File: config.mk
export PLATFORM = sky130hd
export DESIGN_NAME = sip_stream_message_framer_core
export DESIGN_NICKNAME = d
export VERILOG_FILES = /design/src/hw/rtl/sipf_pkg.sv /design/src/hw/rtl/sip_stream_message_framer_core.sv /design/src/hw/rtl/sipf_field_parser.sv /design/src/hw/rtl/sipf_hdr_scan.sv
export SDC_FILE = /design/constraint.sdc
export NUM_CORES = 1
export LEC_CHECK = 0
export BUFFER_PORTS_ARGS = -buffer_cell sky130_fd_sc_hd__buf_2
export CORE_MARGIN = 2
export CORE_UTILIZATION = 45
export DETAILED_ROUTE_END_ITERATION = 6
export PLACE_DENSITY = 0.6
export SLEW_MARGIN = 20
export SYNTH_ARGS = -nofsm -noshare
export SYNTH_HDL_FRONTEND = slang
export SYNTH_SLANG_ARGS = --single-unit
File: constraint.sdc
create_clock -name aclk -period 6.85 [get_ports aclk]
set_input_delay 1.37 -clock aclk [delete_from_list [all_inputs] [get_ports aclk]]
set_output_delay 1.37 -clock aclk [all_outputs]
set_load 0.05 [all_outputs]
File: src/hw/rtl/sipf_pkg.sv
// ---------------------------------------------------------------------------
// sipf_pkg: shared definitions for the sip stream message framer
// byte codes, header names, parser phases and scan states
// ---------------------------------------------------------------------------
package sipf_pkg;

    localparam int SIPF_LENGTH_BITS = 16;
    localparam int SIPF_OUT_BITS    = 16;
    localparam int SIPF_OUT_MAX     = 65535;
    localparam int SIPF_TDATA_BITS  = 56;

    localparam logic [7:0] SIPF_BYTE_ESC   = 8'd27;
    localparam logic [7:0] SIPF_BYTE_CR    = 8'd13;
    localparam logic [7:0] SIPF_BYTE_LF    = 8'd10;
    localparam logic [7:0] SIPF_BYTE_HT    = 8'd9;
    localparam logic [7:0] SIPF_BYTE_VT    = 8'd11;
    localparam logic [7:0] SIPF_BYTE_FF    = 8'd12;
    localparam logic [7:0] SIPF_BYTE_SP    = 8'd32;
    localparam logic [7:0] SIPF_BYTE_PLUS  = 8'd43;
    localparam logic [7:0] SIPF_BYTE_MINUS = 8'd45;
    localparam logic [7:0] SIPF_BYTE_ZERO  = 8'd48;
    localparam logic [7:0] SIPF_BYTE_NINE  = 8'd57;
    localparam logic [7:0] SIPF_BYTE_UC_A  = 8'd65;
    localparam logic [7:0] SIPF_BYTE_UC_Z  = 8'd90;
    localparam logic [7:0] SIPF_CASE_DELTA = 8'd32;

    // header names, lower case, first character in the top byte
    localparam int SIPF_LONG_NAME_LEN  = 17;
    localparam int SIPF_SHORT_NAME_LEN = 4;
    localparam logic [8*SIPF_LONG_NAME_LEN-1:0] SIPF_LONG_NAME =
        {SIPF_BYTE_CR, SIPF_BYTE_LF, "content-length:"};
    localparam logic [8*SIPF_SHORT_NAME_LEN-1:0] SIPF_SHORT_NAME =
        {SIPF_BYTE_CR, SIPF_BYTE_LF, "l:"};

    typedef enum logic [1:0] {
        PH_SEARCH,
        PH_BLANKS,
        PH_NUMBER,
        PH_DONE
    } sipf_phase_t;

    typedef enum logic [1:0] {
        SCAN_NONE,
        SCAN_CR,
        SCAN_CRLF,
        SCAN_CRLFCR
    } sipf_scan_t;

    typedef struct packed {
        sipf_phase_t phase;
        logic        ovf;
    } sipf_field_t;

endpackage

File: src/hw/rtl/sip_stream_message_framer_core.sv
// ---------------------------------------------------------------------------
// sip_stream_message_framer_core: frames back-to-back sip messages in a byte stream
// one byte per beat in, one length record per completed message out
// ---------------------------------------------------------------------------
// path: a closing byte passes the input byte register, then the record register
// throughput: one byte per cycle; all per-byte work sits between the input byte
//   register and the output record register, so the only wait is a full output
// reset: synchronous on aresetn low; control_mode returns to 0, all message state
//   and both stage valids clear, and a byte is accepted in the first cycle after
// ---------------------------------------------------------------------------
module sip_stream_message_framer_core
    import sipf_pkg::*;
#(
    parameter int LENGTH_BITS = SIPF_LENGTH_BITS
) (
    input  logic                       aclk,
    input  logic                       aresetn,
    // configuration: control_mode
    input  logic                       cfg_wen,
    input  logic                       cfg_wdata,
    // byte stream in
    input  logic                       s_tvalid,
    output logic                       s_tready,
    input  logic [7:0]                 s_tdata,   // [7:0] data_byte
    // message records out
    output logic                       m_tvalid,
    input  logic                       m_tready,
    // [15:0] message_length, [31:16] header_length, [47:32] body_length,
    // [48] too_long, [55:49] zero
    output logic [SIPF_TDATA_BITS-1:0] m_tdata,
    output logic                       m_tuser    // [0] is_control
);

    localparam int WideBits = (LENGTH_BITS > SIPF_OUT_BITS) ? LENGTH_BITS : SIPF_OUT_BITS;
    localparam logic [LENGTH_BITS-1:0] LenMax = {LENGTH_BITS{1'b1}};

    function automatic logic over_out(input logic [LENGTH_BITS-1:0] v);
        logic [WideBits-1:0] w;
        w = WideBits'(v);
        return w > WideBits'(SIPF_OUT_MAX);
    endfunction

    function automatic logic [SIPF_OUT_BITS-1:0] clamp_out(input logic [LENGTH_BITS-1:0] v);
        logic [WideBits-1:0] w;
        w = WideBits'(v);
        return over_out(v) ? SIPF_OUT_BITS'(SIPF_OUT_MAX) : w[SIPF_OUT_BITS-1:0];
    endfunction

    // configuration
    logic mode_reg;

    // input byte stage
    logic       in_valid_reg, in_valid_next;
    logic [7:0] in_byte_reg;
    logic       advance;

    // per-message state
    logic [LENGTH_BITS-1:0] cnt_reg, cnt_next;
    logic                   sat_reg, sat_next;
    logic                   in_body_reg, in_body_next;
    logic [LENGTH_BITS-1:0] rem_reg, rem_next;
    logic [LENGTH_BITS-1:0] hdr_held_reg, hdr_held_next;
    logic [LENGTH_BITS-1:0] body_held_reg, body_held_next;

    // record being formed this cycle
    logic                   emit;
    logic [LENGTH_BITS-1:0] rec_msg, rec_hdr, rec_body;
    logic                   rec_ctrl, rec_flag;
    logic                   parse_en;

    // submodule results
    sipf_field_t            long_field, short_field;
    logic [LENGTH_BITS-1:0] long_value, short_value;
    logic                   hdr_end;

    // output record stage
    logic                       m_valid_reg, m_valid_next;
    logic [SIPF_TDATA_BITS-1:0] m_data_reg;
    logic                       m_user_reg;

    // byte moves out of the input stage only when the record slot is free or being read
    assign advance  = in_valid_reg && (!m_valid_reg || m_tready);
    assign s_tready = !in_valid_reg || advance;
    assign parse_en = advance && !mode_reg && !in_body_reg;

    sipf_field_parser #(
        .LENGTH_BITS (LENGTH_BITS),
        .NAME_LEN    (SIPF_LONG_NAME_LEN),
        .NAME        (SIPF_LONG_NAME)
    ) u_long_parser (
        .aclk       (aclk),
        .aresetn    (aresetn),
        .step_en    (parse_en),
        .msg_clear  (emit),
        .data_byte  (in_byte_reg),
        .field_next (long_field),
        .value_next (long_value)
    );

    sipf_field_parser #(
        .LENGTH_BITS (LENGTH_BITS),
        .NAME_LEN    (SIPF_SHORT_NAME_LEN),
        .NAME        (SIPF_SHORT_NAME)
    ) u_short_parser (
        .aclk       (aclk),
        .aresetn    (aresetn),
        .step_en    (parse_en),
        .msg_clear  (emit),
        .data_byte  (in_byte_reg),
        .field_next (short_field),
        .value_next (short_value)
    );

    sipf_hdr_scan u_hdr_scan (
        .aclk      (aclk),
        .aresetn   (aresetn),
        .step_en   (parse_en),
        .msg_clear (emit),
        .data_byte (in_byte_reg),
        .end_seen  (hdr_end)
    );

    // per-byte message logic
    always_comb begin
        cnt_next       = cnt_reg;
        sat_next       = sat_reg;
        in_body_next   = in_body_reg;
        rem_next       = rem_reg;
        hdr_held_next  = hdr_held_reg;
        body_held_next = body_held_reg;
        emit           = 1'b0;
        rec_msg        = '0;
        rec_hdr        = '0;
        rec_body       = '0;
        rec_ctrl       = 1'b0;

        if (advance) begin
            // byte count sticks at its maximum and marks the message
            if (cnt_reg == LenMax) begin
                sat_next = 1'b1;
            end else begin
                cnt_next = cnt_reg + LENGTH_BITS'(1);
            end

            priority if (mode_reg) begin
                // control mode: escape byte closes the message
                if (in_byte_reg == SIPF_BYTE_ESC) begin
                    emit     = 1'b1;
                    rec_msg  = cnt_next;
                    rec_hdr  = cnt_next;
                    rec_ctrl = 1'b1;
                end
            end else if (in_body_reg) begin
                // counting off body bytes
                rem_next = (rem_reg != '0) ? rem_reg - LENGTH_BITS'(1) : rem_reg;
                if (rem_next == '0) begin
                    emit     = 1'b1;
                    rec_msg  = cnt_next;
                    rec_hdr  = hdr_held_reg;
                    rec_body = body_held_reg;
                end
            end else if (hdr_end) begin
                // end of headers: long name wins once found, else compact name
                hdr_held_next  = cnt_next;
                body_held_next = '0;
                if (long_field.phase != PH_SEARCH) begin
                    if (long_field.phase == PH_DONE) begin
                        body_held_next = long_value;
                        if (long_field.ovf) begin
                            sat_next = 1'b1;
                        end
                    end
                end else if (short_field.phase != PH_SEARCH) begin
                    if (short_field.phase == PH_DONE) begin
                        body_held_next = short_value;
                        if (short_field.ovf) begin
                            sat_next = 1'b1;
                        end
                    end
                end
                if (body_held_next == '0) begin
                    emit    = 1'b1;
                    rec_msg = cnt_next;
                    rec_hdr = cnt_next;
                end else begin
                    in_body_next = 1'b1;
                    rem_next     = body_held_next;
                end
            end
        end

        // output clamp; any clamped field or a saturated message raises too_long
        rec_flag = sat_next || over_out(rec_msg) || over_out(rec_hdr) || over_out(rec_body);
    end

    always_comb begin
        if (s_tvalid && s_tready) begin
            in_valid_next = 1'b1;
        end else if (advance) begin
            in_valid_next = 1'b0;
        end else begin
            in_valid_next = in_valid_reg;
        end

        if (emit) begin
            m_valid_next = 1'b1;
        end else if (m_tready) begin
            m_valid_next = 1'b0;
        end else begin
            m_valid_next = m_valid_reg;
        end
    end

    // control and message state
    always_ff @(posedge aclk) begin
        if (!aresetn) begin
            mode_reg      <= 1'b0;
            in_valid_reg  <= 1'b0;
            m_valid_reg   <= 1'b0;
            cnt_reg       <= '0;
            sat_reg       <= 1'b0;
            in_body_reg   <= 1'b0;
            rem_reg       <= '0;
            hdr_held_reg  <= '0;
            body_held_reg <= '0;
        end else begin
            if (cfg_wen) begin
                mode_reg <= cfg_wdata;
            end
            in_valid_reg <= in_valid_next;
            m_valid_reg  <= m_valid_next;
            if (emit) begin
                // a finished message starts the next one from scratch
                cnt_reg       <= '0;
                sat_reg       <= 1'b0;
                in_body_reg   <= 1'b0;
                rem_reg       <= '0;
                hdr_held_reg  <= '0;
                body_held_reg <= '0;
            end else begin
                cnt_reg       <= cnt_next;
                sat_reg       <= sat_next;
                in_body_reg   <= in_body_next;
                rem_reg       <= rem_next;
                hdr_held_reg  <= hdr_held_next;
                body_held_reg <= body_held_next;
            end
        end
    end

    // payload registers
    always_ff @(posedge aclk) begin
        if (s_tvalid && s_tready) begin
            in_byte_reg <= s_tdata;
        end
        if (emit) begin
            m_data_reg <= {7'd0, rec_flag, clamp_out(rec_body), clamp_out(rec_hdr),
                           clamp_out(rec_msg)};
            m_user_reg <= rec_ctrl;
        end
    end

    assign m_tvalid = m_valid_reg;
    assign m_tdata  = m_data_reg;
    assign m_tuser  = m_user_reg;

endmodule

File: src/hw/rtl/sipf_field_parser.sv
// ---------------------------------------------------------------------------
// sipf_field_parser: header name match and decimal value parse
// case-insensitive name search, then blank skip, sign and digit accumulation
// ---------------------------------------------------------------------------
module sipf_field_parser
    import sipf_pkg::*;
#(
    parameter int LENGTH_BITS = SIPF_LENGTH_BITS,
    parameter int NAME_LEN    = SIPF_SHORT_NAME_LEN,
    parameter logic [8*NAME_LEN-1:0] NAME = SIPF_SHORT_NAME
) (
    input  logic                   aclk,
    input  logic                   aresetn,
    input  logic                   step_en,
    input  logic                   msg_clear,
    input  logic [7:0]             data_byte,
    output sipf_field_t            field_next,
    output logic [LENGTH_BITS-1:0] value_next
);

    localparam int ProgBits = (NAME_LEN > 1) ? $clog2(NAME_LEN) : 1;
    localparam int WideBits = LENGTH_BITS + 4;
    localparam logic [LENGTH_BITS-1:0] ValMax = {LENGTH_BITS{1'b1}};

    logic [7:0]             name_chars [NAME_LEN];
    logic [ProgBits-1:0]    prog_reg, prog_next;
    sipf_phase_t            phase_reg, phase_next;
    logic [LENGTH_BITS-1:0] value_reg, val_next;
    logic                   neg_reg, neg_next;
    logic                   ovf_reg, ovf_next;

    logic [7:0]          lc_byte;
    logic                is_digit, is_blank, is_eol;
    logic [WideBits-1:0] acc_wide, base_wide;

    for (genvar i = 0; i < NAME_LEN; i++) begin : g_name
        assign name_chars[i] = NAME[8*(NAME_LEN-1-i) +: 8];
    end

    always_comb begin
        lc_byte = (data_byte >= SIPF_BYTE_UC_A && data_byte <= SIPF_BYTE_UC_Z) ?
                  data_byte + SIPF_CASE_DELTA : data_byte;
        is_digit = (data_byte >= SIPF_BYTE_ZERO) && (data_byte <= SIPF_BYTE_NINE);
        is_blank = (data_byte == SIPF_BYTE_HT) || (data_byte == SIPF_BYTE_VT) ||
                   (data_byte == SIPF_BYTE_FF) || (data_byte == SIPF_BYTE_SP);
        is_eol   = (data_byte == SIPF_BYTE_CR) || (data_byte == SIPF_BYTE_LF);
        // value * 10 + digit, digits 0..9 sit in the low nibble
        base_wide = WideBits'(value_reg);
        acc_wide  = (base_wide << 3) + (base_wide << 1) + WideBits'(data_byte[3:0]);
    end

    always_comb begin
        prog_next  = prog_reg;
        phase_next = phase_reg;
        val_next   = value_reg;
        neg_next   = neg_reg;
        ovf_next   = ovf_reg;
        if (step_en) begin
            unique case (phase_reg)
                PH_SEARCH: begin
                    if (lc_byte == name_chars[prog_reg]) begin
                        if (prog_reg == ProgBits'(NAME_LEN - 1)) begin
                            prog_next  = '0;
                            phase_next = PH_BLANKS;
                        end else begin
                            prog_next = prog_reg + ProgBits'(1);
                        end
                    end else begin
                        // a cr may open a new name
                        prog_next = (data_byte == SIPF_BYTE_CR) ? ProgBits'(1) : '0;
                    end
                end
                PH_BLANKS: begin
                    priority if (is_eol) begin
                        val_next   = '0;
                        phase_next = PH_DONE;
                    end else if (is_blank) begin
                        phase_next = PH_BLANKS;
                    end else if (data_byte == SIPF_BYTE_PLUS ||
                                 data_byte == SIPF_BYTE_MINUS) begin
                        neg_next   = (data_byte == SIPF_BYTE_MINUS);
                        val_next   = '0;
                        phase_next = PH_NUMBER;
                    end else if (is_digit) begin
                        val_next   = LENGTH_BITS'(data_byte[3:0]);
                        phase_next = PH_NUMBER;
                    end else begin
                        val_next   = '0;
                        phase_next = PH_DONE;
                    end
                end
                PH_NUMBER: begin
                    if (is_digit) begin
                        if (acc_wide[WideBits-1 -: 4] != 4'd0) begin
                            val_next = ValMax;
                            ovf_next = 1'b1;
                        end else begin
                            val_next = acc_wide[LENGTH_BITS-1:0];
                        end
                    end else begin
                        // bad terminator or negative value reads as zero
                        if (!(is_eol || is_blank) || neg_reg) begin
                            val_next = '0;
                            ovf_next = 1'b0;
                        end
                        phase_next = PH_DONE;
                    end
                end
                PH_DONE: begin
                    phase_next = PH_DONE;
                end
                default: begin
                    phase_next = PH_SEARCH;
                end
            endcase
        end
    end

    always_ff @(posedge aclk) begin
        if (!aresetn || msg_clear) begin
            prog_reg  <= '0;
            phase_reg <= PH_SEARCH;
            value_reg <= '0;
            neg_reg   <= 1'b0;
            ovf_reg   <= 1'b0;
        end else begin
            prog_reg  <= prog_next;
            phase_reg <= phase_next;
            value_reg <= val_next;
            neg_reg   <= neg_next;
            ovf_reg   <= ovf_next;
        end
    end

    assign field_next.phase = phase_next;
    assign field_next.ovf   = ovf_next;
    assign value_next       = val_next;

endmodule

File: src/hw/rtl/sipf_hdr_scan.sv
// ---------------------------------------------------------------------------
// sipf_hdr_scan: end of header detector
// tracks cr lf cr lf and flags the final lf
// ---------------------------------------------------------------------------
module sipf_hdr_scan
    import sipf_pkg::*;
(
    input  logic       aclk,
    input  logic       aresetn,
    input  logic       step_en,
    input  logic       msg_clear,
    input  logic [7:0] data_byte,
    output logic       end_seen
);

    sipf_scan_t state_reg, state_next;

    always_comb begin
        state_next = state_reg;
        if (msg_clear) begin
            state_next = SCAN_NONE;
        end else if (step_en) begin
            unique case (state_reg)
                SCAN_NONE:   state_next = (data_byte == SIPF_BYTE_CR) ? SCAN_CR : SCAN_NONE;
                SCAN_CR:     state_next = (data_byte == SIPF_BYTE_LF) ? SCAN_CRLF : SCAN_NONE;
                SCAN_CRLF:   state_next = (data_byte == SIPF_BYTE_CR) ? SCAN_CRLFCR : SCAN_NONE;
                SCAN_CRLFCR: state_next = SCAN_NONE;
                default:     state_next = SCAN_NONE;
            endcase
        end
    end

    always_comb begin
        end_seen = step_en && (state_reg == SCAN_CRLFCR) && (data_byte == SIPF_BYTE_LF);
    end

    always_ff @(posedge aclk) begin
        if (!aresetn) begin
            state_reg <= SCAN_NONE;
        end else begin
            state_reg <= state_next;
        end
    end

endmodule

# ---- Word level (Yosys, flattened, before mapping)
# Memory sizes are Yosys's and may differ from the RTL's.
# Cells that the tools add are included.
dict set report totals {
  ff_bits 176
  word_cells 236
  output_inout_bits 59
  mem_count 1
  romBits 256
  inputBits 14
}
# memory words word_bits rd rd_clocked_by_memory_dff wr line
set mem_list {}
lappend mem_list {{(no name shown)} 32 8 1 0 0 sipf_field_parser.sv:61} ;# if (lc_byte == name_chars[prog_reg]) begin
dict set report classes {
  addsub 9
  eq_ne 26
  order_cmp 9
  muxes 108
  bitwise 7
  n_reduce_logical 50
}
# cell n
set op_table {}
lappend op_table {{16-bit 2-to-1 mux} 40}
lappend op_table {{16-bit one-hot mux with 2 select lines} 2}
lappend op_table {{16-bit greater-than comparator, second input constant} 3}
lappend op_table {{19-bit by 17-bit adder with 20-bit output} 2}
lappend op_table {{20-bit by 4-bit adder with 20-bit output} 2}
lappend op_table {{8-bit by 4-bit == test with 1-bit output, second input constant} 5}
lappend op_table {{8-bit 2-to-1 mux} 5}
lappend op_table {{1-bit 2-to-1 mux} 39}
lappend op_table {{16-bit zero test} 2}
lappend op_table {{2-bit 2-to-1 mux} 14}
lappend op_table {{8-bit by 6-bit == test with 1-bit output, second input constant} 3}
lappend op_table {{2-bit one-hot mux with 4 select lines} 3}
lappend op_table {{2-bit == test, second input constant} 9}
lappend op_table {{16-bit by 1-bit adder with 16-bit output, second input constant} 1}
lappend op_table {{8-bit binary-select mux with 2-bit select} 1}
lappend op_table {{16-bit == test, second input constant} 1}
lappend op_table {{8-bit == test} 2}
lappend op_table {{16-bit nonzero test} 1}
lappend op_table {{16-bit by 1-bit subtractor with 16-bit output, second input constant} 1}
lappend op_table {{1-bit logical OR} 14}
lappend op_table {{5-bit 2-to-1 mux} 2}
lappend op_table {{5-bit AND reduction} 2}
lappend op_table {{2-bit nonzero test} 5}
lappend op_table {{8-bit by 6-bit adder with 8-bit output, second input constant} 1}
lappend op_table {{23 further kinds} 49}

# ---- Depth between registers and ports, before layout
# Gate-level depths: netlist of run 1.
dict set report depth {
  depth_word 28
  depth_mapped 19
  depth_no_buf 15
}

# ---- Cells and area by module
# Synthesis of run 1 repeated with hierarchy kept, for this count alone.
dict set report unflattened {
  cells_unflattened 1424
  area_unflattened_um2 12418.2
}
# mod seq_area_each_um2 n_inst cells_each area_per_inst_um2
set by_module_without_submodules {}
lappend by_module_without_submodules {sip_stream_message_framer_core 3123.0 1 655 6228.5}
lappend by_module_without_submodules {{sipf_field_parser at u_long_parser} 500.5 1 390 3260.6}
lappend by_module_without_submodules {{sipf_field_parser at u_short_parser} 440.4 1 365 2788.9}
lappend by_module_without_submodules {sipf_hdr_scan 40.0 1 14 140.1}

# ---- Least setup slack after synthesis of run 1
# Ideal clock, no wire load.
dict set report synth_path {
  kind {register to register}
  startpoint {register in_byte_reg[3]}
  endpoint {register m_data_reg[0], in the netlist m_tdata[0] (enable)}
  n_path_buf 2
  period_less_slack_ns 5.894
  arrival_ns 5.489
  setup_time_ns 0.404
  stages_incl_launch_ff 17
  setup_slack_ns 0.956
  required_time_ns 6.446
  cell_sequence {edfxtp_1 buf_2 inv_1 fa_1 fa_1 nand2b_1 a211oi_1 o21ai_0 nand3_1 mux2i_1 o2111ai_1 o41a_1 o41a_2 o31ai_2 a21oi_1 clkbuf_1 inv_1}
}
dict set report synth_between {
  elab_chain_len 24
  word_cells_on_any_way 80
  cone_classes {add/sub (3); order compare (4); eq/ne (13); mux (43); reduce/logical (17)}
}
# item line
set synth_rtl {}
lappend synth_rtl {{from (decl)} sip_stream_message_framer_core.sv:54} ;# logic [7:0] in_byte_reg;
lappend synth_rtl {{from (signal assigned)} sip_stream_message_framer_core.sv:254} ;# in_byte_reg <= s_tdata;
lappend synth_rtl {{branches (longest 22 deep; another with 8-bit by 7-bit greater-or-equal comparator with 1-bit output)} --}
lappend synth_rtl {{1-bit 2-to-1 mux *} sip_stream_message_framer_core.sv:145} ;# priority if (mode_reg) begin
lappend synth_rtl {{1-bit 2-to-1 mux *} sip_stream_message_framer_core.sv:137} ;# if (advance) begin
lappend synth_rtl {{named net emit} sip_stream_message_framer_core.sv:66} ;# logic emit;
lappend synth_rtl {{to (signal assigned)} sip_stream_message_framer_core.sv:257} ;# m_data_reg <= {7'd0, rec_flag, clamp_out(rec_body), clamp_out(rec_hdr),
lappend synth_rtl {{to (decl)} sip_stream_message_framer_core.sv:78} ;# logic [SIPF_TDATA_BITS-1:0] m_data_reg;
# Mark *: on every way through the listed nets, which the timed path passes. The select of a mux whose other input is x is not followed.
# A chain may end at the register's enable or synchronous reset.

# ---- Worst setup path after layout of run 1
dict set report layout_path {
  startpoint {register in_byte_reg[2]}
  endpoint {register m_data_reg[24], in the netlist m_tdata[24] (enable)}
}
# Same word-level chain as after synthesis.

==> results.json, run 1 <==
{
  "status": "complete, no violations",
  "required_ns": 6.97,
  "rrSetupSlack_ns": 0.82,
  "rsz0062_at_grt": "false",
  "cp-start-kind": "flop",
  "ant_nets": 0,
  "yosysTopAreaCell": "dfxtp_1",
  "finalSetupViolCount": 0,
  "layout_setup_ws_ns": 0.818,
  "die_area_um2": 28200,
  "synth-edff-count": 58,
  "vias_per_cell": 6.06,
  "clk_pin_slew_worst_paths_ns": 0.07,
  "fin_nets": 1595,
  "final_cell_mix": "nor2_1 (204), a21oi_1 (141), nand2_1 (123)",
  "vias": 11200,
  "max_freq_mhz": 166,
  "ys_seq_area_share_pct": 33.9,
  "postSynthCellCount": 1472,
  "syn_area_um2": 12100,
  "dr.pass1.iters": 5,
  "path_class": "flop to flop",
  "totalWireLength_um": 34100,
  "gp_congestion": 0.876,
  "fp.dieH_um": 168,
  "syn_area_per_cell_um2": 8.22,
  "antenna_found_initial": 0,
  "final_util_pct": 49.5,
  "ys_async_sr_fraction_pct": 0,
  "cts-htree-levels": 4,
  "grt_pass1_wl_um": 55400,
  "track_usage_pct": 24.2,
  "portBuffers": 65,
  "grt_overflow_total": 0,
  "worst_slew_pin_slew_ns": 1.03,
  "synth-main-ff-cell": "dfxtp_1",
  "grt_max_degree": 70,
  "worstHoldPathType": "flop to flop",
  "r2r_start": "in_byte_reg[2]",
  "crit_end": "m_tdata[24]",
  "critPathLaunch": "in_byte_reg[2]",
  "worstPathMaxFanout": 29,
  "io_pins": 73,
  "netlist.area_leader.share_pct": 19.5,
  "clkPwrFrac_pct": 44.0,
  "p_switching_mw": 0.593,
  "post_cts_buffers": 0,
  "synth_cell_types": 93,
  "pwr-share-seq_pct": 49.3,
  "numCtsBuffers": 17,
  "worstSetupEndpointType": "flop",
  "insertion_delay_ns": 0.44,
  "row_count": 60,
  "r2r_end": "m_tdata[24]",
  "fin_crit_sh_pct": 88.1,
  "synthTopCellsByArea": "dfxtp_1 (20%), edfxtp_1 (14%), ha_1 (9.0%), nor2_1 (6.3%), a21oi_1 (5.8%)",
  "final_common_cell": "nor2_1",
  "cap_violations": 0,
  "cts.path.max_buffers": 2,
  "p_sw_share_pct": 26.6,
  "dieWidth_um": 168,
  "yosysWarningCount": 0,
  "syn_to_final_growth_pct": 8.96,
  "drc_errors": 0,
  "cts-root-buf": "clkbuf_16",
  "postCtsHoldBufs": 0,
  "arrival_ns": 6.15,
  "grt_pass1_vias": 10400,
  "drt_iter0_markers": 973,
  "dp_slack_ns": 0.850,
  "clkSinkCount": 176,
  "pwr-share-comb_pct": 6.7,
  "drv_slew": 0,
  "power.density_nw_per_um2": 169,
  "dpl.hpwl_um": 25200,
  "hold_violations": 0,
  "drive_gt1_share_pct": 9.91,
  "p_leak_nw": 4.96,
  "largest_reg_flops": 49,
  "ir_worst_vdd_mv": 0.143,
  "diodes": 0,
  "initial_core_util_pct": 45.4,
  "cts_tree": "yes",
  "fin_skew_ns": 0.0132,
  "fillers": 2646,
  "reg2reg_depth": 17,
  "fin_crit_ns": 6.03,
  "tns_ns": 0,
  "ys_seq_elements": 176,
  "slew_headroom_pct": 30.9,
  "coreArea_um2": 26700,
  "timing.hold.ws_ns": 0.449,
  "intPower_mw": 1.64,
  "cts_resized": 0,
  "wl_per_cell_um": 18.5
}
worst max-delay path, stage by stage (launching register included):
cell       delay, ns
edfxtp_1        0.64
ha_1            0.40
ha_1            0.16
inv_1           0.05
fa_1            0.39
nand2b_1        0.17
a211oi_1        0.43
o21ai_0         0.22
nand3_1         0.14
mux2i_1         0.38
o2111ai_1       0.21
o41a_1          0.48
o41a_2          0.55
o31ai_2         0.30
a21oi_1         0.11
buf_4           0.24
inv_2           0.47
buf_4           0.37
logic make-up (layout without fill, tap and decap cells):
logic type / Yosys count / in the layout / synth area share (%)
adder cells (fa/ha/maj): 91 / 91 / 9.65
buffers and inverters: 142 / 167 / 5.30
XOR/XNOR: 46 / 46 / 3.33
AO/OA/AOI/OAI: 424 / 424 / 23.0
multiplexers: 19 / 19 / 1.73
other: 1 / 7 / 0.0310
AND/OR/NAND/NOR: 573 / 573 / 23.0
flip-flops: 176 / 176 / 33.9
worst min-delay path by stage:
| stage | start | end | slack, ns | cells past startpoint |
|---|---|---|---|---|
| final | body_held_reg[14] | body_held_reg[14] | 0.45 | 2 |
| after global routing | body_held_reg[8] | body_held_reg[8] | 0.47 | 2 |
| after CTS | body_held_reg[14] | body_held_reg[14] | 0.45 | 2 |
| after detailed placement | body_held_reg[8] | body_held_reg[8] | 0.44 | 2 |
| after global placement | body_held_reg[14] | body_held_reg[14] | 0.44 | 2 |
| after floorplan | body_held_reg[14] | body_held_reg[14] | 0.42 | 2 |
power by group through the flow:
stage / Combinational, mW / Sequential, mW / Clock, mW
2_1_floorplan: 0.125 / 1.11 / 0
3_3_place_gp: 0.146 / 1.12 / 0
6_report: 0.150 / 1.10 / 0.980
3_5_place_dp: 0.148 / 1.12 / 0
4_1_cts: 0.149 / 1.10 / 0.998
5_1_grt: 0.166 / 1.10 / 1.04
synthesized netlist by cell type (18+ instances only):
| library cell | number |
|---|---|
| and3_1 | 41 |
| a211oi_1 | 24 |
| o21ai_0 | 75 |
| nor3_1 | 30 |
| nand3_1 | 41 |
| buf_2 | 18 |
| nand4_1 | 19 |
| edfxtp_1 | 58 |
| nor2_1 | 204 |
| a31oi_1 | 20 |
| clkbuf_1 | 53 |
| xnor2_1 | 29 |
| dfxtp_1 | 118 |
| ha_1 | 87 |
| inv_1 | 53 |
| nor2b_1 | 18 |
| nand2_1 | 123 |
| a21oi_1 | 141 |
area by class of cell:
| cell class | instances | area (µm²) | share of cell area [%] |
|---|---|---|---|
| flip-flops and latches | 176 | 4100 | 31.1 |
| inverters | 54 | 203 | 1.54 |
| multi-input cells | 1160 | 7410 | 56.2 |
| clock inverters | 13 | 138 | 1.04 |
| well taps | 341 | 427 | 3.23 |
| clock buffers | 19 | 454 | 3.44 |
| repair buffers | 81 | 458 | 3.47 |
per-layer routing:
layer	global-route usage (%)	vias up	wire length, µm
met5	0	-	0
met2	39.4	346	15600
li1	-	5443	-
met3	3.10	56	1710
met1	33.6	5336	15900
met4	7.52	0	847
through the flow:
| stage | std cells | instance area [µm²] | total power [mW] |
|---|---|---|---|
| floorplan | 1478 | 12100 | 1.23 |
| finish | 1844 | 13200 | 2.23 |
| CTS | 1844 | 13200 | 2.24 |
| detailed placement | 1812 | 12600 | 1.27 |
| global placement | 1812 | 12600 | 1.27 |
| global route | 1844 | 13200 | 2.31 |
Power figures use the tool's default switching activity.
==> inputs of run 2 (changes only) <==
--- a/config.mk
+++ b/config.mk
@@ -9,7 +9,7 @@
 export CORE_MARGIN = 2
 export CORE_UTILIZATION = 45
 export DETAILED_ROUTE_END_ITERATION = 6
-export PLACE_DENSITY = 0.6
+export PLACE_DENSITY = 0.62
 export SLEW_MARGIN = 20
 export SYNTH_ARGS = -nofsm -noshare
 export SYNTH_HDL_FRONTEND = slang
==> constraint.sdc (replaced) <==
create_clock -name aclk -period 5.4 [get_ports aclk]
set_input_delay 1.08 -clock aclk [delete_from_list [all_inputs] [get_ports aclk]]
set_output_delay 1.08 -clock aclk [all_outputs]
set_load 0.05 [all_outputs]
==> run 2 against run 1 <==
Via count rose by 0.70%; total power up 26%; first-iteration DRC count fell by 3.8%; highest routed layer unchanged; final cell count is 0.81% higher; clock-buffer cell count down 1; non-clock buffer count up 14.
==> results.json, run 2 (synthesis results as in run 1) <==
{
  "status": "complete, no violations",
  "cp-start-kind": "flop",
  "whs_endpoint": "body_held_reg[14]",
  "power.density_nw_per_um2": 210,
  "dpl_cell_area_um2": 12700,
  "drv_slew": 0,
  "rsz0062_at_grt": "false",
  "ir_worst_vdd_mv": 0.205,
  "io_pins": 73,
  "portBuffers": 65,
  "cts-root-buf": "clkbuf_16",
  "slowest_stage": "fa_1",
  "hold_violations": 0,
  "die_area_um2": 28200,
  "pwr-share-comb_pct": 7.2,
  "dr.pass1.iters": 5,
  "worst_slew_pin_slew_ns": 1.01,
  "fillers": 2568,
  "wl_per_cell_um": 18.4,
  "r2r_end": "m_tdata[45]",
  "track_usage_pct": 24.3,
  "timing.hold.ws_ns": 0.453,
  "row_count": 60,
  "fin_crit_sh_pct": 94.6,
  "min_path_cells": 2,
  "grt_max_degree": 51,
  "reg2reg_depth": 16,
  "drt_iter0_markers": 936,
  "antenna_found_initial": 0,
  "fin_skew_ns": 0.0146,
  "final_common_cell": "nor2_1",
  "dp_slack_ns": 0.231,
  "path_class": "flop to flop",
  "rrSetupSlack_ns": 0.29,
  "dieWidth_um": 168,
  "finalPower_mw": 2.81,
  "syn_to_final_growth_pct": 10.3,
  "ant_nets": 0,
  "arrival_ns": 5.22,
  "cp_cell_sequence": "inv_1 > fa_1 > inv_1 > fa_1 > a21o_1 > a221o_1 > a21oi_1 > o21ai_0 > xnor2_1 > nand3_1 > a31oi_1 > a41oi_2 > o31ai_4 > a21oi_2 > clkinvlp_4 > buf_12",
  "vias": 11300,
  "layout_setup_ws_ns": 0.291,
  "worstPathMaxFanout": 50,
  "p_leak_nw": 4.95,
  "post_cts_buffers": 0,
  "gp_congestion": 0.921,
  "clkPwrFrac_pct": 43.3,
  "finalSetupViolCount": 0,
  "cts.path.max_buffers": 2,
  "slew_headroom_pct": 32.3,
  "clkSinkCount": 176,
  "required_ns": 5.51,
  "largest_reg_flops": 49,
  "grt_overflow_total": 0,
  "totalWireLength_um": 34200,
  "p_sw_share_pct": 26.8,
  "final_cell_mix": "nor2_1 (204), a21oi_1 (138), nand2_1 (123)",
  "initial_core_util_pct": 45.4,
  "insertion_delay_ns": 0.44,
  "max_stage_delay_ns": 0.52,
  "diodes": 0,
  "fin_crit_ns": 5.11,
  "tns_ns": 0,
  "cts-htree-levels": 4,
  "p_switching_mw": 0.753,
  "dpl.hpwl_um": 25300,
  "pwr-share-seq_pct": 49.6,
  "cts_tree": "yes",
  "fp.dieH_um": 168,
  "hp-start": "body_held_reg[14]",
  "intPower_mw": 2.05,
  "vias_per_cell": 6.06,
  "numCtsBuffers": 17,
  "worstSetupEndpointType": "flop",
  "fin_nets": 1610,
  "r2r_start": "u_long_parser.value_reg[2]",
  "coreArea_um2": 26700,
  "cap_violations": 0,
  "clk_pin_slew_worst_paths_ns": 0.08,
  "max_freq_mhz": 196,
  "drive_gt1_share_pct": 11.3,
  "final_area_um2": 13400,
  "worstHoldPathType": "flop to flop",
  "grt_pass1_vias": 10400,
  "grt_pass1_wl_um": 55800,
  "drc_errors": 0
}
run 2: changes by cell type in the layout (fill, tap and decap cells not counted), moves of 2 or more:
cell        delta
a21oi_1        -3
mux2i_1        -2
buf_12         +2
buf_4         +12
mux2i_2        +2
a21oi_2        +3
clkinvlp_4     +3
run 2: metal layers:
metal	vias up	track usage [%]	routed length (µm)
li1	5476	-	-
met1	5396	34.7	16100
met2	351	38.9	15800
met3	36	3.24	1770
met4	0	5.94	450
met5	-	0	0
run 2: power by group through the flow:
stage          registers [mW]  logic [mW]  clock network (mW)
2_1_floorplan            1.41       0.159                   0
3_3_place_gp             1.42       0.194                   0
3_5_place_dp             1.42       0.195                   0
4_1_cts                  1.39       0.197                1.23
5_1_grt                  1.39       0.223                1.28
6_report                 1.39       0.201                1.21
run 2: worst max path at each step:
stage / start / to / slack [ns] / cells past startpoint
after floorplan: in_byte_reg[3] / m_tdata[0] / 0.05 / 16
after global placement: in_byte_reg[3] / u_long_parser.value_reg[5] / 0.36 / 15
after detailed placement: in_byte_reg[3] / u_long_parser.value_reg[1] / 0.23 / 15
after CTS: in_byte_reg[3] / u_long_parser.value_reg[5] / 0.19 / 15
after global routing: in_byte_reg[3] / m_tdata[8] / 0.04 / 15
final: u_long_parser.value_reg[2] / m_tdata[45] / 0.29 / 16
run 2: stage by stage:
step                utilization, %  instances
finish                        50.1       1859
global route                  50.1       1859
CTS                           50.0       1858
detailed placement            47.8       1826
global placement              47.8       1826
floorplan                        -       1478
run 2: final cells by class:
type	count	area, µm²	share of cell area, %
timing repair buffer	95	588	4.40
clock buffer	18	429	3.21
inverter	54	206	1.55
tap	341	427	3.20
clock inverter	14	149	1.12
multi-input combinational	1161	7450	55.8
sequential	176	4100	30.7
run 2: repair_timing:
action                     in CTS  in global routing
hold buffers                    0                  0
gates resized for setup         0                  6
setup endpoints to repair       0                141
run 2: worst max-delay path, delay by kind of cell (launching register included):
| family | cells | cell delay [ns] |
|---|---|---|
| DFF | 1 | 0.47 |
| xor gates and xnor gates | 1 | 0.51 |
| adders and majority gates | 2 | 1.00 |
| buffers and inverters | 4 | 0.54 |
| and+or+nand+nor | 1 | 0.24 |
| AOI/OAI and AO/OA | 8 | 1.98 |
==> inputs of run 3 (changes only) <==
--- a/config.mk
+++ b/config.mk
@@ -10,6 +10,7 @@
 export CORE_UTILIZATION = 45
 export DETAILED_ROUTE_END_ITERATION = 6
 export PLACE_DENSITY = 0.62
+export SETUP_SLACK_MARGIN = 0.3
 export SLEW_MARGIN = 20
 export SYNTH_ARGS = -nofsm -noshare
 export SYNTH_HDL_FRONTEND = slang
==> run 3 against run 2 <==
Sequential share of layout area fell by 0.13 points; critical path type unchanged; sequential cell count did not move; sequential power barely moved; die area did not move; clock-buffer cell count did not move; final area rose by 0.41%; core utilization rose by 0.21 points; largest cell class unchanged; non-clock buffer count rose by 3; total power rose by 0.89%; combinational power fell by 2%; worst setup slack improved by 0.20 ns.
==> results.json, run 3 (synthesis results as in run 1) <==
{
  "max_freq_mhz": 204,
  "hold_violations": 0,
  "drv_slew": 0,
  "worstPathMaxFanout": 48,
  "coreArea_um2": 26700,
  "pwr-share-seq_pct": 49.2,
  "timing.hold.ws_ns": 0.456,
  "cts-root-buf": "clkbuf_16",
  "worstHoldPathType": "flop to flop",
  "finalSetupViolCount": 0,
  "fillers": 2559,
  "power.density_nw_per_um2": 211,
  "cap_violations": 0,
  "cp_cell_sequence": "ha_1 > ha_1 > inv_1 > fa_2 > nand2b_1 > a211oi_4 > nor2_1 > xnor2_1 > o21a_1 > a221o_1 > or4_4 > o41a_4 > o31ai_4 > a21oi_2 > clkinvlp_4 > buf_12",
  "required_ns": 5.52,
  "slowest_stage": "or4_4",
  "portBuffers": 65,
  "totalWireLength_um": 34000,
  "initial_core_util_pct": 45.4,
  "status": "complete, no violations",
  "clkSinkCount": 176,
  "grt_pass1_wl_um": 56100,
  "p_leak_nw": 4.96,
  "clkPwrFrac_pct": 43.9,
  "fin_crit_sh_pct": 90.8,
  "fp.dieH_um": 168,
  "cts-htree-levels": 4,
  "fin_nets": 1612,
  "cts_tree": "yes",
  "cp-start-kind": "flop",
  "track_usage_pct": 24.3,
  "row_count": 60,
  "worstSetupEndpointType": "flop",
  "ant_nets": 0,
  "fin_crit_ns": 4.91,
  "clk_pin_slew_worst_paths_ns": 0.08,
  "crit_family": "compound AO/OA/AOI/OAI gates",
  "max_stage_delay_ns": 0.55,
  "diodes": 0,
  "antenna_found_initial": 0,
  "worst_path_most_repeated_cell": "ha_1",
  "ir_worst_vdd_mv": 0.217,
  "cts.path.max_buffers": 2,
  "dr.pass1.iters": 7,
  "grt_max_degree": 49,
  "slew_headroom_pct": 34.8,
  "pwr-share-comb_pct": 6.9,
  "numCtsBuffers": 17,
  "drt_iter0_markers": 1014,
  "p_switching_mw": 0.773,
  "largest_reg_flops": 49,
  "wl_per_cell_um": 18.3,
  "vias_per_cell": 5.99,
  "syn_to_final_growth_pct": 10.8,
  "drc_errors": 0,
  "die_area_um2": 28200,
  "postCtsHoldBufs": 0,
  "vias": 11200,
  "insertion_delay_ns": 0.45,
  "fin_skew_ns": 0.0206,
  "drive_gt1_share_pct": 11.5,
  "dieWidth_um": 168,
  "arrival_ns": 5.03,
  "grt_overflow_total": 0,
  "grt_pass1_vias": 10500,
  "dpl.hpwl_um": 25200,
  "gp_congestion": 0.962,
  "p_sw_share_pct": 27.3,
  "path_class": "flop to flop",
  "tns_ns": 0,
  "final_cell_mix": "nor2_1 (203), a21oi_1 (140), nand2_1 (123)",
  "io_pins": 73,
  "intPower_mw": 2.06,
  "worst_slew_pin_slew_ns": 0.968,
  "cp.buffers_inverters": 3,
  "rsz0062_at_grt": "false",
  "final_common_cell": "nor2_1"
}
==> run 3: cell types whose count changed in the layout (fill, tap and decap cells not counted), moves of 2 or more <==
cell        change
a21oi_1         +2
a21oi_2         -2
buf_4           +3
clkinvlp_4      -3
inv_8           +2
==> run 3: worst paths after layout <==
check | start | end | slack (ns) | cells after the start
max | in_byte_reg[2] | m_tdata[28] | 0.49 | 16
min | body_held_reg[7] | body_held_reg[7] | 0.46 | 2
max reg2reg | in_byte_reg[2] | m_tdata[28] | 0.49 | 16
min reg2reg | body_held_reg[7] | body_held_reg[7] | 0.46 | 2
==> run 3: layout make-up <==
cell class              instances  area, µm²  share of cell area (%)
clock buffers                  18        429                    3.20
clock inverters                14        158                    1.18
inverters                      54        206                    1.54
multi-input cells            1160       7470                    55.7
flip-flops and latches        176       4100                    30.6
well taps                     341        427                    3.18
repair buffers                 98        611                    4.55
==> run 3: metrics by stage <==
| stage | area [µm²] | power, mW | instances | util, % | setup slack [ns] |
|---|---|---|---|---|---|
| final | 13400 | 2.83 | 1861 | 50.3 | 0.495 |
| after global placement | 12800 | 1.61 | 1828 | 48.0 | 0.572 |
| after global routing | 13400 | 2.92 | 1861 | 50.3 | 0.302 |
| after CTS | 13400 | 2.84 | 1860 | 50.2 | 0.436 |
| after detailed placement | 12800 | 1.61 | 1828 | 48.0 | 0.484 |
| after floorplan | 12200 | 1.57 | 1478 | - | 0.364 |
==> run 3: metal layers <==
metal / vias up / track usage (%) / wire length [µm] / share of wire (%)
met5: - / 0 / 0 / 0
met4: 0 / 6.58 / 624 / 1.8
met3: 46 / 3.50 / 1790 / 5.3
met2: 344 / 39.3 / 15700 / 46
met1: 5306 / 34.2 / 15900 / 47
li1: 5459 / - / - / -
==> run 3: power groups by stage <==
stage               Combinational, mW  Sequential [mW]  Clock, mW
global placement                0.191             1.42          0
detailed placement              0.193             1.42          0
global route                    0.218             1.39       1.31
finish                          0.196             1.39       1.24
floorplan                       0.159             1.41          0
CTS                             0.194             1.39       1.26
==> run 3: repair_timing <==
action	4_1_cts	5_1_grt
setup endpoints to repair	0	115
hold endpoints to repair	0	0
buffers inserted	0	1
resized for setup	0	4
==> run 3: worst register-to-register path: stages (launching register included) <==
cell and delay, ns:
edfxtp_1 0.49, ha_1 0.33, ha_1 0.16, inv_1 0.07, fa_2 0.40, nand2b_1 0.20, a211oi_4 0.31, nor2_1 0.08
xnor2_1 0.18, o21a_1 0.20, a221o_1 0.26, or4_4 0.55, o41a_4 0.52, o31ai_4 0.29, a21oi_2 0.12, clkinvlp_4 0.14
buf_12 0.26
